==> config.mk <==
export PLATFORM = sky130hd
export DESIGN_NAME = filled_ellipse_pixel_generator_flat
export DESIGN_NICKNAME = d
export VERILOG_FILES = /design/src/rtl/fepg_pkg.sv /design/src/rtl/fepg_req_if.sv /design/src/rtl/fepg_pix_if.sv /design/src/rtl/filled_ellipse_pixel_generator.sv /design/src/rtl/fepg_ctrl.sv /design/src/rtl/fepg_dp.sv /design/src/flat_wrapper.sv
export SDC_FILE = /design/constraint.sdc
export NUM_CORES = 2
export LEC_CHECK = 0
export BUFFER_PORTS_ARGS = -buffer_cell sky130_fd_sc_hd__buf_4
export CORE_MARGIN = 3
export CORE_UTILIZATION = 60
export DETAILED_ROUTE_END_ITERATION = 10
export PLACE_DENSITY_LB_ADDON = 0.15
export RECOVER_POWER = 50
export SLEW_MARGIN = 15
export SYNTH_ARGS = -nofsm -noshare
export SYNTH_HDL_FRONTEND = slang
export SYNTH_SLANG_ARGS = --single-unit
==> constraint.sdc <==
create_clock -name clk -period 18.3 [get_ports clk]
set_input_delay 0 -clock clk [delete_from_list [all_inputs] [get_ports clk]]
set_output_delay 0 -clock clk [all_outputs]
set_load 0.05 [all_outputs]
==> src/rtl/fepg_pkg.sv <==
// ----------------------------------------------------------------------------
// fepg_pkg: filled ellipse pixel generator package
// Shared constants, register indexes and control types.
// ----------------------------------------------------------------------------
`default_nettype none

package fepg_pkg;

  localparam int CFG_DATA_W  = 16;
  localparam int CFG_INDEX_W = 3;
  localparam int COLOR_W     = 16;

  localparam logic [CFG_INDEX_W-1:0] REG_LEFT   = 3'd0;
  localparam logic [CFG_INDEX_W-1:0] REG_TOP    = 3'd1;
  localparam logic [CFG_INDEX_W-1:0] REG_RIGHT  = 3'd2;
  localparam logic [CFG_INDEX_W-1:0] REG_BOTTOM = 3'd3;
  localparam logic [CFG_INDEX_W-1:0] REG_FILL   = 3'd4;

  localparam int LEFT_RESET   = 0;
  localparam int TOP_RESET    = 0;
  localparam int RIGHT_RESET  = 479;
  localparam int BOTTOM_RESET = 271;

  localparam logic [COLOR_W-1:0] FILL_RESET = 16'h0000;
  localparam logic [COLOR_W-1:0] BACKGROUND = 16'hFFFF;

  typedef struct packed {
    logic load_pos;
    logic load_sq;
    logic load_prod;
    logic load_out;
  } fepg_cmd_t;

  typedef struct packed {
    logic empty;
  } fepg_status_t;

endpackage

`default_nettype wire

==> src/rtl/fepg_req_if.sv <==
// ----------------------------------------------------------------------------
// fepg_req_if: request channel
// Valid/ready channel carrying the scan restart flag.
// ----------------------------------------------------------------------------
`default_nettype none

interface fepg_req_if;
  logic valid;
  logic ready;
  logic restart;

  modport source (output valid, output restart, input ready);
  modport sink   (input valid, input restart, output ready);
endinterface

`default_nettype wire

==> src/rtl/fepg_pix_if.sv <==
// ----------------------------------------------------------------------------
// fepg_pix_if: pixel channel
// Valid/ready channel carrying one pixel with its coordinates.
// ----------------------------------------------------------------------------
`default_nettype none

interface fepg_pix_if
  import fepg_pkg::*;
#(
  parameter int COORD_BITS = 10
);
  logic                  valid;
  logic                  ready;
  logic [COLOR_W-1:0]    pixel_value;
  logic [COORD_BITS-1:0] pixel_column;
  logic [COORD_BITS-1:0] pixel_row;
  logic                  frame_last;

  modport source (output valid, output pixel_value, output pixel_column,
                  output pixel_row, output frame_last, input ready);
  modport sink   (input valid, input pixel_value, input pixel_column,
                  input pixel_row, input frame_last, output ready);
endinterface

`default_nettype wire

==> src/rtl/filled_ellipse_pixel_generator.sv <==
// ----------------------------------------------------------------------------
// filled_ellipse_pixel_generator: filled ellipse rasterizer
// Scans the configured rectangle in raster order, one pixel per request,
// coloring pixels strictly inside the inscribed ellipse.
//
//   Channel  Dir  Payload
//   req      in   restart
//   pix      out  pixel_value, pixel_column, pixel_row, frame_last
//   cfg      in   cfg_index, cfg_data (write only)
//
// A request steps through position select, squares, cross products, then
// the compare into the output register; the sequencer takes the next request
// only once the output register is loaded, never while one is in flight.
// A request on an empty rectangle is accepted and yields no pixel.
// Synchronous reset restores the rectangle, fill color and scan corner.
// A stalled pixel holds in the output register; the next result waits in
// the compare stage until it frees.
// ----------------------------------------------------------------------------
`default_nettype none

module filled_ellipse_pixel_generator
  import fepg_pkg::*;
#(
  parameter int COORD_BITS = 10
)(
  input  wire logic                   clk,
  input  wire logic                   rst,
  fepg_req_if.sink                    req,
  fepg_pix_if.source                  pix,
  input  wire logic                   cfg_we,
  input  wire logic [CFG_INDEX_W-1:0] cfg_index,
  input  wire logic [CFG_DATA_W-1:0]  cfg_data
);

  fepg_cmd_t             cmd;
  fepg_status_t          status;
  logic                  in_ready;
  logic                  out_valid;
  logic [COLOR_W-1:0]    pixel_value;
  logic [COORD_BITS-1:0] pixel_column;
  logic [COORD_BITS-1:0] pixel_row;
  logic                  frame_last;

  fepg_ctrl u_ctrl (
    .clk       (clk),
    .rst       (rst),
    .in_valid  (req.valid),
    .in_ready  (in_ready),
    .out_valid (out_valid),
    .out_ready (pix.ready),
    .status    (status),
    .cmd       (cmd)
  );

  fepg_dp #(
    .COORD_BITS (COORD_BITS)
  ) u_dp (
    .clk          (clk),
    .rst          (rst),
    .cfg_we       (cfg_we),
    .cfg_index    (cfg_index),
    .cfg_data     (cfg_data),
    .restart      (req.restart),
    .cmd          (cmd),
    .status       (status),
    .pixel_value  (pixel_value),
    .pixel_column (pixel_column),
    .pixel_row    (pixel_row),
    .frame_last   (frame_last)
  );

  assign req.ready        = in_ready;
  assign pix.valid        = out_valid;
  assign pix.pixel_value  = pixel_value;
  assign pix.pixel_column = pixel_column;
  assign pix.pixel_row    = pixel_row;
  assign pix.frame_last   = frame_last;

endmodule

`default_nettype wire

==> src/rtl/fepg_ctrl.sv <==
// ----------------------------------------------------------------------------
// fepg_ctrl: sequencing controller
// Steps one request through position, square, product and output stages.
// ----------------------------------------------------------------------------
`default_nettype none

module fepg_ctrl
  import fepg_pkg::*;
(
  input  wire logic         clk,
  input  wire logic         rst,
  input  wire logic         in_valid,
  output logic              in_ready,
  output logic              out_valid,
  input  wire logic         out_ready,
  input  wire fepg_status_t status,
  output fepg_cmd_t         cmd
);

  typedef enum logic [3:0] {
    ST_IDLE = 4'b0001,
    ST_SQ   = 4'b0010,
    ST_PROD = 4'b0100,
    ST_OUT  = 4'b1000
  } state_t;

  state_t state;
  state_t state_next;
  logic   out_valid_next;

  assign in_ready = (state == ST_IDLE);

  always_comb begin
    cmd        = '0;
    state_next = state;
    case (state)
      ST_IDLE: begin
        if (in_valid && !status.empty) begin
          cmd.load_pos = 1'b1;
          state_next   = ST_SQ;
        end
      end
      ST_SQ: begin
        cmd.load_sq = 1'b1;
        state_next  = ST_PROD;
      end
      ST_PROD: begin
        cmd.load_prod = 1'b1;
        state_next    = ST_OUT;
      end
      ST_OUT: begin
        if (!out_valid || out_ready) begin
          cmd.load_out = 1'b1;
          state_next   = ST_IDLE;
        end
      end
      default: begin
        state_next = ST_IDLE;
      end
    endcase
  end

  always_comb begin
    if (cmd.load_out) begin
      out_valid_next = 1'b1;
    end else if (out_ready) begin
      out_valid_next = 1'b0;
    end else begin
      out_valid_next = out_valid;
    end
  end

  always_ff @(posedge clk) begin
    if (rst) begin
      state     <= ST_IDLE;
      out_valid <= 1'b0;
    end else begin
      state     <= state_next;
      out_valid <= out_valid_next;
    end
  end

endmodule

`default_nettype wire

==> src/rtl/fepg_dp.sv <==
// ----------------------------------------------------------------------------
// fepg_dp: datapath
// Holds the rectangle registers and scan position, and evaluates the
// ellipse test over three register stages.
// ----------------------------------------------------------------------------
`default_nettype none

module fepg_dp
  import fepg_pkg::*;
#(
  parameter int COORD_BITS = 10
)(
  input  wire logic                   clk,
  input  wire logic                   rst,
  input  wire logic                   cfg_we,
  input  wire logic [CFG_INDEX_W-1:0] cfg_index,
  input  wire logic [CFG_DATA_W-1:0]  cfg_data,
  input  wire logic                   restart,
  input  wire fepg_cmd_t              cmd,
  output fepg_status_t                status,
  output logic [COLOR_W-1:0]          pixel_value,
  output logic [COORD_BITS-1:0]       pixel_column,
  output logic [COORD_BITS-1:0]       pixel_row,
  output logic                        frame_last
);

  localparam int CW   = COORD_BITS;
  localparam int HW   = COORD_BITS - 1;
  localparam int SQW  = 2 * CW;
  localparam int HSQW = 2 * HW;
  localparam int PW   = SQW + HSQW;
  localparam int ABW  = 2 * HSQW;
  localparam int SUMW = PW + 1;

  logic [CW-1:0]      left_column;
  logic [CW-1:0]      top_row;
  logic [CW-1:0]      right_column;
  logic [CW-1:0]      bottom_row;
  logic [COLOR_W-1:0] fill_color;

  logic [CW-1:0] scan_column;
  logic [CW-1:0] scan_row;
  logic [CW-1:0] scan_column_next;
  logic [CW-1:0] scan_row_next;

  logic          outside;
  logic [CW-1:0] col;
  logic [CW-1:0] row;
  logic          last_col;
  logic          last_row;
  logic [CW:0]   mid_x;
  logic [CW:0]   mid_y;
  logic [CW-1:0] cx;
  logic [CW-1:0] cy;
  logic [CW-1:0] span_x;
  logic [CW-1:0] span_y;

  logic [CW-1:0]   cur_col;
  logic [CW-1:0]   cur_row;
  logic            cur_last;
  logic            degen;
  logic [CW-1:0]   dx;
  logic [CW-1:0]   dy;
  logic [HW-1:0]   ha;
  logic [HW-1:0]   hb;
  logic [SQW-1:0]  dx2;
  logic [SQW-1:0]  dy2;
  logic [HSQW-1:0] a2;
  logic [HSQW-1:0] b2;
  logic [PW-1:0]   px;
  logic [PW-1:0]   py;
  logic [ABW-1:0]  ab;
  logic [SUMW-1:0] ell_sum;
  logic            in_ell;

  always_ff @(posedge clk) begin
    if (rst) begin
      left_column  <= CW'(LEFT_RESET);
      top_row      <= CW'(TOP_RESET);
      right_column <= CW'(RIGHT_RESET);
      bottom_row   <= CW'(BOTTOM_RESET);
      fill_color   <= FILL_RESET;
    end else if (cfg_we) begin
      case (cfg_index)
        REG_LEFT:   left_column  <= cfg_data[CW-1:0];
        REG_TOP:    top_row      <= cfg_data[CW-1:0];
        REG_RIGHT:  right_column <= cfg_data[CW-1:0];
        REG_BOTTOM: bottom_row   <= cfg_data[CW-1:0];
        REG_FILL:   fill_color   <= cfg_data[COLOR_W-1:0];
        default: begin
        end
      endcase
    end
  end

  assign status.empty = (right_column < left_column) || (bottom_row < top_row);

  always_comb begin
    outside = (scan_column < left_column) || (scan_column > right_column) ||
              (scan_row < top_row) || (scan_row > bottom_row);
    col      = (restart || outside) ? left_column : scan_column;
    row      = (restart || outside) ? top_row : scan_row;
    last_col = (col == right_column);
    last_row = (row == bottom_row);
    if (!last_col) begin
      scan_column_next = col + CW'(1);
      scan_row_next    = row;
    end else begin
      scan_column_next = left_column;
      scan_row_next    = last_row ? top_row : row + CW'(1);
    end
    mid_x  = (CW+1)'(left_column) + (CW+1)'(right_column);
    mid_y  = (CW+1)'(top_row) + (CW+1)'(bottom_row);
    cx     = mid_x[CW:1];
    cy     = mid_y[CW:1];
    span_x = right_column - left_column;
    span_y = bottom_row - top_row;
  end

  always_ff @(posedge clk) begin
    if (rst) begin
      scan_column <= CW'(LEFT_RESET);
      scan_row    <= CW'(TOP_RESET);
    end else if (cmd.load_pos) begin
      scan_column <= scan_column_next;
      scan_row    <= scan_row_next;
    end
  end

  always_ff @(posedge clk) begin
    if (cmd.load_pos) begin
      cur_col  <= col;
      cur_row  <= row;
      cur_last <= last_col && last_row;
      dx       <= (col >= cx) ? col - cx : cx - col;
      dy       <= (row >= cy) ? row - cy : cy - row;
      ha       <= span_x[CW-1:1];
      hb       <= span_y[CW-1:1];
      degen    <= (span_x[CW-1:1] == '0) || (span_y[CW-1:1] == '0);
    end
    if (cmd.load_sq) begin
      dx2 <= SQW'(dx) * SQW'(dx);
      dy2 <= SQW'(dy) * SQW'(dy);
      a2  <= HSQW'(ha) * HSQW'(ha);
      b2  <= HSQW'(hb) * HSQW'(hb);
    end
    if (cmd.load_prod) begin
      px <= PW'(dx2) * PW'(b2);
      py <= PW'(dy2) * PW'(a2);
      ab <= ABW'(a2) * ABW'(b2);
    end
  end

  assign ell_sum = SUMW'(px) + SUMW'(py);
  assign in_ell  = !degen && (ell_sum < SUMW'(ab));

  always_ff @(posedge clk) begin
    if (cmd.load_out) begin
      pixel_value  <= in_ell ? fill_color : BACKGROUND;
      pixel_column <= cur_col;
      pixel_row    <= cur_row;
      frame_last   <= cur_last;
    end
  end

endmodule

`default_nettype wire
==> src/flat_wrapper.sv <==
// flat-port wrapper written by rule: the top's interface ports become plain ports
module filled_ellipse_pixel_generator_flat import fepg_pkg::*;
#(
  parameter int COORD_BITS = 10
)
  (clk, rst, cfg_we, cfg_index, cfg_data, req_valid, req_restart, req_ready, pix_valid, pix_pixel_value, pix_pixel_column, pix_pixel_row, pix_frame_last, pix_ready);
  fepg_req_if req_i ();
  fepg_pix_if #(.COORD_BITS(COORD_BITS)) pix_i ();
  input  wire logic clk;
  input  wire logic rst;
  input  wire logic cfg_we;
  input  wire logic [CFG_INDEX_W-1:0] cfg_index;
  input  wire logic [CFG_DATA_W-1:0] cfg_data;
  input wire logic [$bits(req_i.valid)-1:0] req_valid;
  input wire logic [$bits(req_i.restart)-1:0] req_restart;
  output wire logic [$bits(req_i.ready)-1:0] req_ready;
  output wire logic [$bits(pix_i.valid)-1:0] pix_valid;
  output wire logic [$bits(pix_i.pixel_value)-1:0] pix_pixel_value;
  output wire logic [$bits(pix_i.pixel_column)-1:0] pix_pixel_column;
  output wire logic [$bits(pix_i.pixel_row)-1:0] pix_pixel_row;
  output wire logic [$bits(pix_i.frame_last)-1:0] pix_frame_last;
  input wire logic [$bits(pix_i.ready)-1:0] pix_ready;
  assign req_i.valid = req_valid;
  assign req_i.restart = req_restart;
  assign req_ready = req_i.ready;
  assign pix_valid = pix_i.valid;
  assign pix_pixel_value = pix_i.pixel_value;
  assign pix_pixel_column = pix_i.pixel_column;
  assign pix_pixel_row = pix_i.pixel_row;
  assign pix_frame_last = pix_i.frame_last;
  assign pix_i.ready = pix_ready;
  filled_ellipse_pixel_generator #(.COORD_BITS(COORD_BITS)) u_core (.clk(clk), .rst(rst), .req(req_i), .pix(pix_i), .cfg_we(cfg_we), .cfg_index(cfg_index), .cfg_data(cfg_data));
endmodule
# ---- Word-level counts from Yosys, hierarchy flattened
# Index checks and enable logic that the tools add are counted.
# Widths: inputs -> output; s select.
dict set report word_totals {
  mem_bits_ro 0
  latchBits 0
  out_inout_bits 39
  register_bits 366
  inputBits 25
  mem_count 0
  mem_bits_rw 0
}
dict set report op_classes {
  muxes 18
  add_sub_neg 11
  eq_ne 12
  bitwise_logic 0
  multipliers 7
  n_shift 0
  n_reduce_logical 23
  order_cmp 9
  n_div 0
}
# op count
set op_table {}
lappend op_table {{$mul 20x18->38} 2}
lappend op_table {{$mux 10} 7}
lappend op_table {{$sub 10x10->10} 6}
lappend op_table {{$lt 10x10->1} 4}
lappend op_table {{$mul 10x10->20} 2}
lappend op_table {{$add 38x38->39} 1}
lappend op_table {{$lt 39x36->1} 1}
lappend op_table {{$mul 18x18->36} 1}
lappend op_table {{$mul 9x9->18} 2}
lappend op_table {{$add 10x10->11} 2}
lappend op_table {{$add 10x1->10 const B} 2}
lappend op_table {{$eq 10x10->1} 2}
lappend op_table {{$ge 10x10->1} 2}
lappend op_table {{$gt 10x10->1} 2}
lappend op_table {{$logic_not 9->1} 2}
lappend op_table {{$pmux 4 s4} 1}
lappend op_table {{$reduce_and 2->1} 6}
lappend op_table {{$mux 1} 8}
lappend op_table {{$mux 4} 2}
lappend op_table {{$logic_or 1x1->1} 7}
lappend op_table {{$eq 3x2->1 const B} 2}
lappend op_table {{$eq 4x1->1 const B} 1}
lappend op_table {{$eq 4x2->1 const B} 1}
lappend op_table {{$eq 4x3->1 const B} 1}
lappend op_table {{other kinds (9)} 13}

# ---- Longest topological paths before layout
dict set report depth {
  depth_word 9
  ltp_mapped 26
  mapped_depth_nobuf 23
}

# ---- Modules after synthesis
# From an unflattened synthesis, not the netlist that was laid out.
dict set report hier_totals {
  hier_cells 6395
  area_unflattened_um2 60182.7
}
# mod cells_each instances area_per_inst_um2 seq_area_each_um2
set by_module_without_submodules {}
lappend by_module_without_submodules {fepg_dp 6369 1 59918.7 9869.5}
lappend by_module_without_submodules {fepg_ctrl 26 1 264.0 100.1}

# ---- Least setup slack after synthesis
# Ideal clock, no wire load.
dict set report synth_timing {
  kind {register to register}
  startpoint {register u_core.u_ctrl.state[2]}
  endpoint {register u_core.u_dp.ab[0], enable pin}
  setup_time_ns 0.882
  t_arrival_ns 11.744
  path_slack_ns 5.674
  path_stages_with_launch 3
  path_cell_list {dfxtp_1 clkbuf_1 nor4b_1}
}
dict set report synth_between {
  elab_chain_cells 2
}
# element line_no
set synth_rtl {}
lappend synth_rtl {{start: declaration} fepg_ctrl.sv:27} ;# state_t state;
lappend synth_rtl {{start signal: assignment} fepg_ctrl.sv:78} ;# state <= state_next;
lappend synth_rtl {{$eq 4x3->1} fepg_ctrl.sv:36} ;# case (state)
lappend synth_rtl {{$mux 1} fepg_ctrl.sv:36}
lappend synth_rtl {{end signal: assignment} fepg_dp.sv:150} ;# ab <= ABW'(a2) * ABW'(b2);
lappend synth_rtl {{end: declaration} fepg_dp.sv:72} ;# logic [ABW-1:0] ab;
# No other way between the ends.
# A chain may end at the register's enable or synchronous reset.

# ---- Final worst setup path
dict set report layout_timing {
  startpoint {register u_core.u_dp.b2[0]}
  endpoint {register u_core.u_dp.ab[35], data pin}
}
dict set report layout_between {
  elab_chain_cells 1
}
# element line_no
set layout_rtl {}
lappend layout_rtl {{start: declaration} fepg_dp.sv:69} ;# logic [HSQW-1:0] b2;
lappend layout_rtl {{start signal: assignment} fepg_dp.sv:145} ;# b2 <= HSQW'(hb) * HSQW'(hb);
lappend layout_rtl {{$mul 18x18->36} fepg_dp.sv:150}
# No other way between the ends.

==> flow_summary.toml <==
[status]
status = "finished with violations"
violations = "max-capacitance violations, max-slew violations"

[global_routing]
grt_first_pass_wirelength_mm = 229
overflow = 0
grt_max_degree = 73
grt_pass1_vias = 45300
antenna_found_initial = 0
grtUsageTotal_pct = 27.4

[sta]
fmax_ghz = 0.136
slew_headroom_pct = -195
maxSlewViolCount = 323
fin_setup_tns_ps = 0
rsz0062_at_grt = "no"
setup_violations = 0
final_hold_viol_count = 0
min_period_over_period_pct = 40.3
fin_skew_ps = 41.9
worst_slew_pin_slew_ps = 4430
period_minus_slack_ps = 7370

[clock_tree]
clk_latency_ps = 640
cts_setup_buffers = 0
clk_pin_slew_worst_paths_ps = 60
clock_sinks = 359
cts_tree = "done"
cts_resized = 0
cts_max_path_buffers = 3
root_buffer = "clkbuf_16"
cts.htree.levels = 2
numCtsBuffers = 49
ctsHoldBuffers = 33

[setup_path]
r2r_cells = 20
critPathTopFamily = "adder cells"
arrival_ps = 7760
cp-start-kind = "flop"
reg2reg_setup_slack_ps = 10930
timing.rr.start = "u_core.u_dp.b2[0]"
max_stage_delay_ps = 1320
worstPathCellList = "clkbuf_1, and2_1, ha_1, fa_1, fa_1, inv_1, fa_1, fa_1, inv_1, ha_1, o21ai_0, a211oi_1, o21ai_1, a21oi_1, o41ai_2, o21ai_1, o41a_1, a31o_2, o22ai_1, xnor2_1"
required_ps = 18690
path_class = "reg2reg"
cp_common_cell = "fa_1"
critPathMaxFanout = 36
slowest_stage = "clkbuf_1"
crit_path_end_kind = "flop"
path_buf_inv = 3
r2r-end = "u_core.u_dp.ab[35]"

[floorplan]
core-area_sq_um = 98900
die_h_microns = 322
num_rows = 115
fp.dieArea_sq_um = 104000
initial_core_util_pct = 60.8
io_pins = 64
die_x_microns = 322

[placed_design]
io_buffers = 63
hpwl_mm = 105
gp_congestion = 0.902

[synth]
ys.flop_type = "edfxtp_1"
synth_most_common_cell = "inv_1"
yosys.cell_types.count = 89
synth_edf_count = 278
async_flop_share_pct = 0
synth_top_area_cell = "fa_1"
yosys.area.top_type_share_pct = 30.6
yosys-top-cells-area = "fa_1, ha_1, edfxtp_1"
syn_avg_cell_area_sq_um = 9.39
ys_warn_count = 0
ys_top_cells_by_count = "inv_1, fa_1, ha_1"
synth-seq-cells = 359
syn_area_sq_um = 60100
postSynthCellCount = 6394
yosysSeqAreaShare_pct = 16.6

[job]
cap_violations = 6

[hold_path]
worstHoldEndpoint = "u_core.u_dp.bottom_row[0]"
min_path_cells = 5
min_from = "cfg_we"
worstHoldPathType = "in2reg"

[routing]
viasPerCell = 5.56
avgRoutedWirePerCell_microns = 17.6
drt-total-wl_mm = 136
first_iter_violations = 2327
drtAntennaViolNets = 0
vias = 42900
dr.pass1.iters = 5
drc = 0

[layout]
insertedDiodeCount = 0
fill_cells = 8242
drive_gt1_share_pct = 3.37
seqCellArea_sq_um = 9970
area_delta_synth_final_pct = 5.81
final_nets = 8066
multi_input_area_sq_um = 44500
[flip-flops by register name, indices dropped and copies added, names as in the netlist, 16 cells and up]
| name | cells |
|---|---|
| u_core.u_dp.b2 | 17 |
| u_core.u_dp.py | 37 |
| u_core.u_dp.dy2 | 19 |
| u_core.u_dp.ab | 35 |
| u_core.u_dp.dx2 | 19 |
| u_core.u_dp.px | 37 |
| u_core.u_dp.a2 | 17 |
| u_core.u_dp.pixel_value | 16 |
| u_core.u_dp.fill_color | 16 |
[placed cells by master (no fill, tap or decap), types with 53 or more instances in the layout]
| master | count |
|---|---|
| ha_1 | 744 |
| dfxtp_1 | 81 |
| fa_1 | 918 |
| o21ai_0 | 97 |
| nor2_1 | 148 |
| clkbuf_1 | 53 |
| nand3_1 | 58 |
| xor2_1 | 78 |
| inv_1 | 1286 |
| buf_4 | 65 |
| and2_1 | 620 |
| xnor2_1 | 200 |
| nand2_1 | 698 |
| edfxtp_1 | 278 |
| a21o_1 | 74 |
| a21oi_1 | 258 |
[through the flow]
| step | hold WS, ps | worst slack (ps) | utilization (%) | cell area (sq um) | std cells |
|---|---|---|---|---|---|
| after floorplan | 124 | 5670 | - | 60200 | 6416 |
| after global placement | 252 | 11350 | 62.4 | 61700 | 7582 |
| after detailed placement | 260 | 11220 | 62.4 | 61700 | 7582 |
| after CTS | 43.0 | 11200 | 64.5 | 63700 | 7706 |
| after global routing | 173 | 10480 | 64.3 | 63600 | 7706 |
| final | 115 | 10930 | 64.3 | 63600 | 7706 |
[per-layer routing]
| layer | global-route usage (%) | vias up | wire, microns |
|---|---|---|---|
| li1 | - | 20100 | - |
| met1 | 35.1 | 21500 | 56700 |
| met2 | 47.7 | 1012 | 67400 |
| met3 | 2.79 | 259 | 5730 |
| met4 | 11.1 | 0 | 5920 |
| met5 | 0 | - | 0 |
[cells by family (layout without fill, tap and decap cells)]
group	after synthesis	count (layout)	share of synthesized area, %
AOI/OAI and AO/OA	713	713	7.58
adders and majority gates	1662	1662	46.1
other	2	24	0.0125
muxes	44	44	0.794
and+or+nand+nor	1815	1815	15.3
buffers and inverters	1521	1524	9.55
xor gates and xnor gates	278	278	4.05
DFF	359	359	16.6
[area by class of cell]
type / instances / area share (%)
inverter: 1289 / 7.61
multi-input combinational: 4536 / 69.9
sequential: 359 / 15.7
tap: 1287 / 2.53
clock inverter: 32 / 0.624
clock buffer: 59 / 2.04
timing repair buffer: 144 / 1.56
[worst register-to-register path: cells and delay by family, from the launching register on]
| family | cells | cell delay (ps) |
|---|---|---|
| compound gates | 9 | 2420 |
| xor+xnor | 1 | 90 |
| fa+ha+maj | 6 | 2550 |
| buf+inv | 3 | 1420 |
| flops | 1 | 340 |
| simple gates | 1 | 320 |
[how the worst max path moves through the flow]
stage                      startpoint                  to  slack (ps)  cells past startpoint
5_1_grt             u_core.u_dp.b2[0]  u_core.u_dp.ab[34]       10480                     20
3_3_place_gp       u_core.u_dp.dx2[8]  u_core.u_dp.px[35]       11350                     22
6_report            u_core.u_dp.b2[0]  u_core.u_dp.ab[35]       10930                     20
4_1_cts            u_core.u_dp.dx2[8]  u_core.u_dp.px[35]       11200                     22
3_5_place_dp       u_core.u_dp.dx2[8]  u_core.u_dp.px[35]       11220                     22
2_1_floorplan  u_core.u_ctrl.state[2]   u_core.u_dp.ab[0]        5670                      2
Power is not shown: default switching activity piles up to over one toggle a cycle in this logic, so the estimate is an artifact.
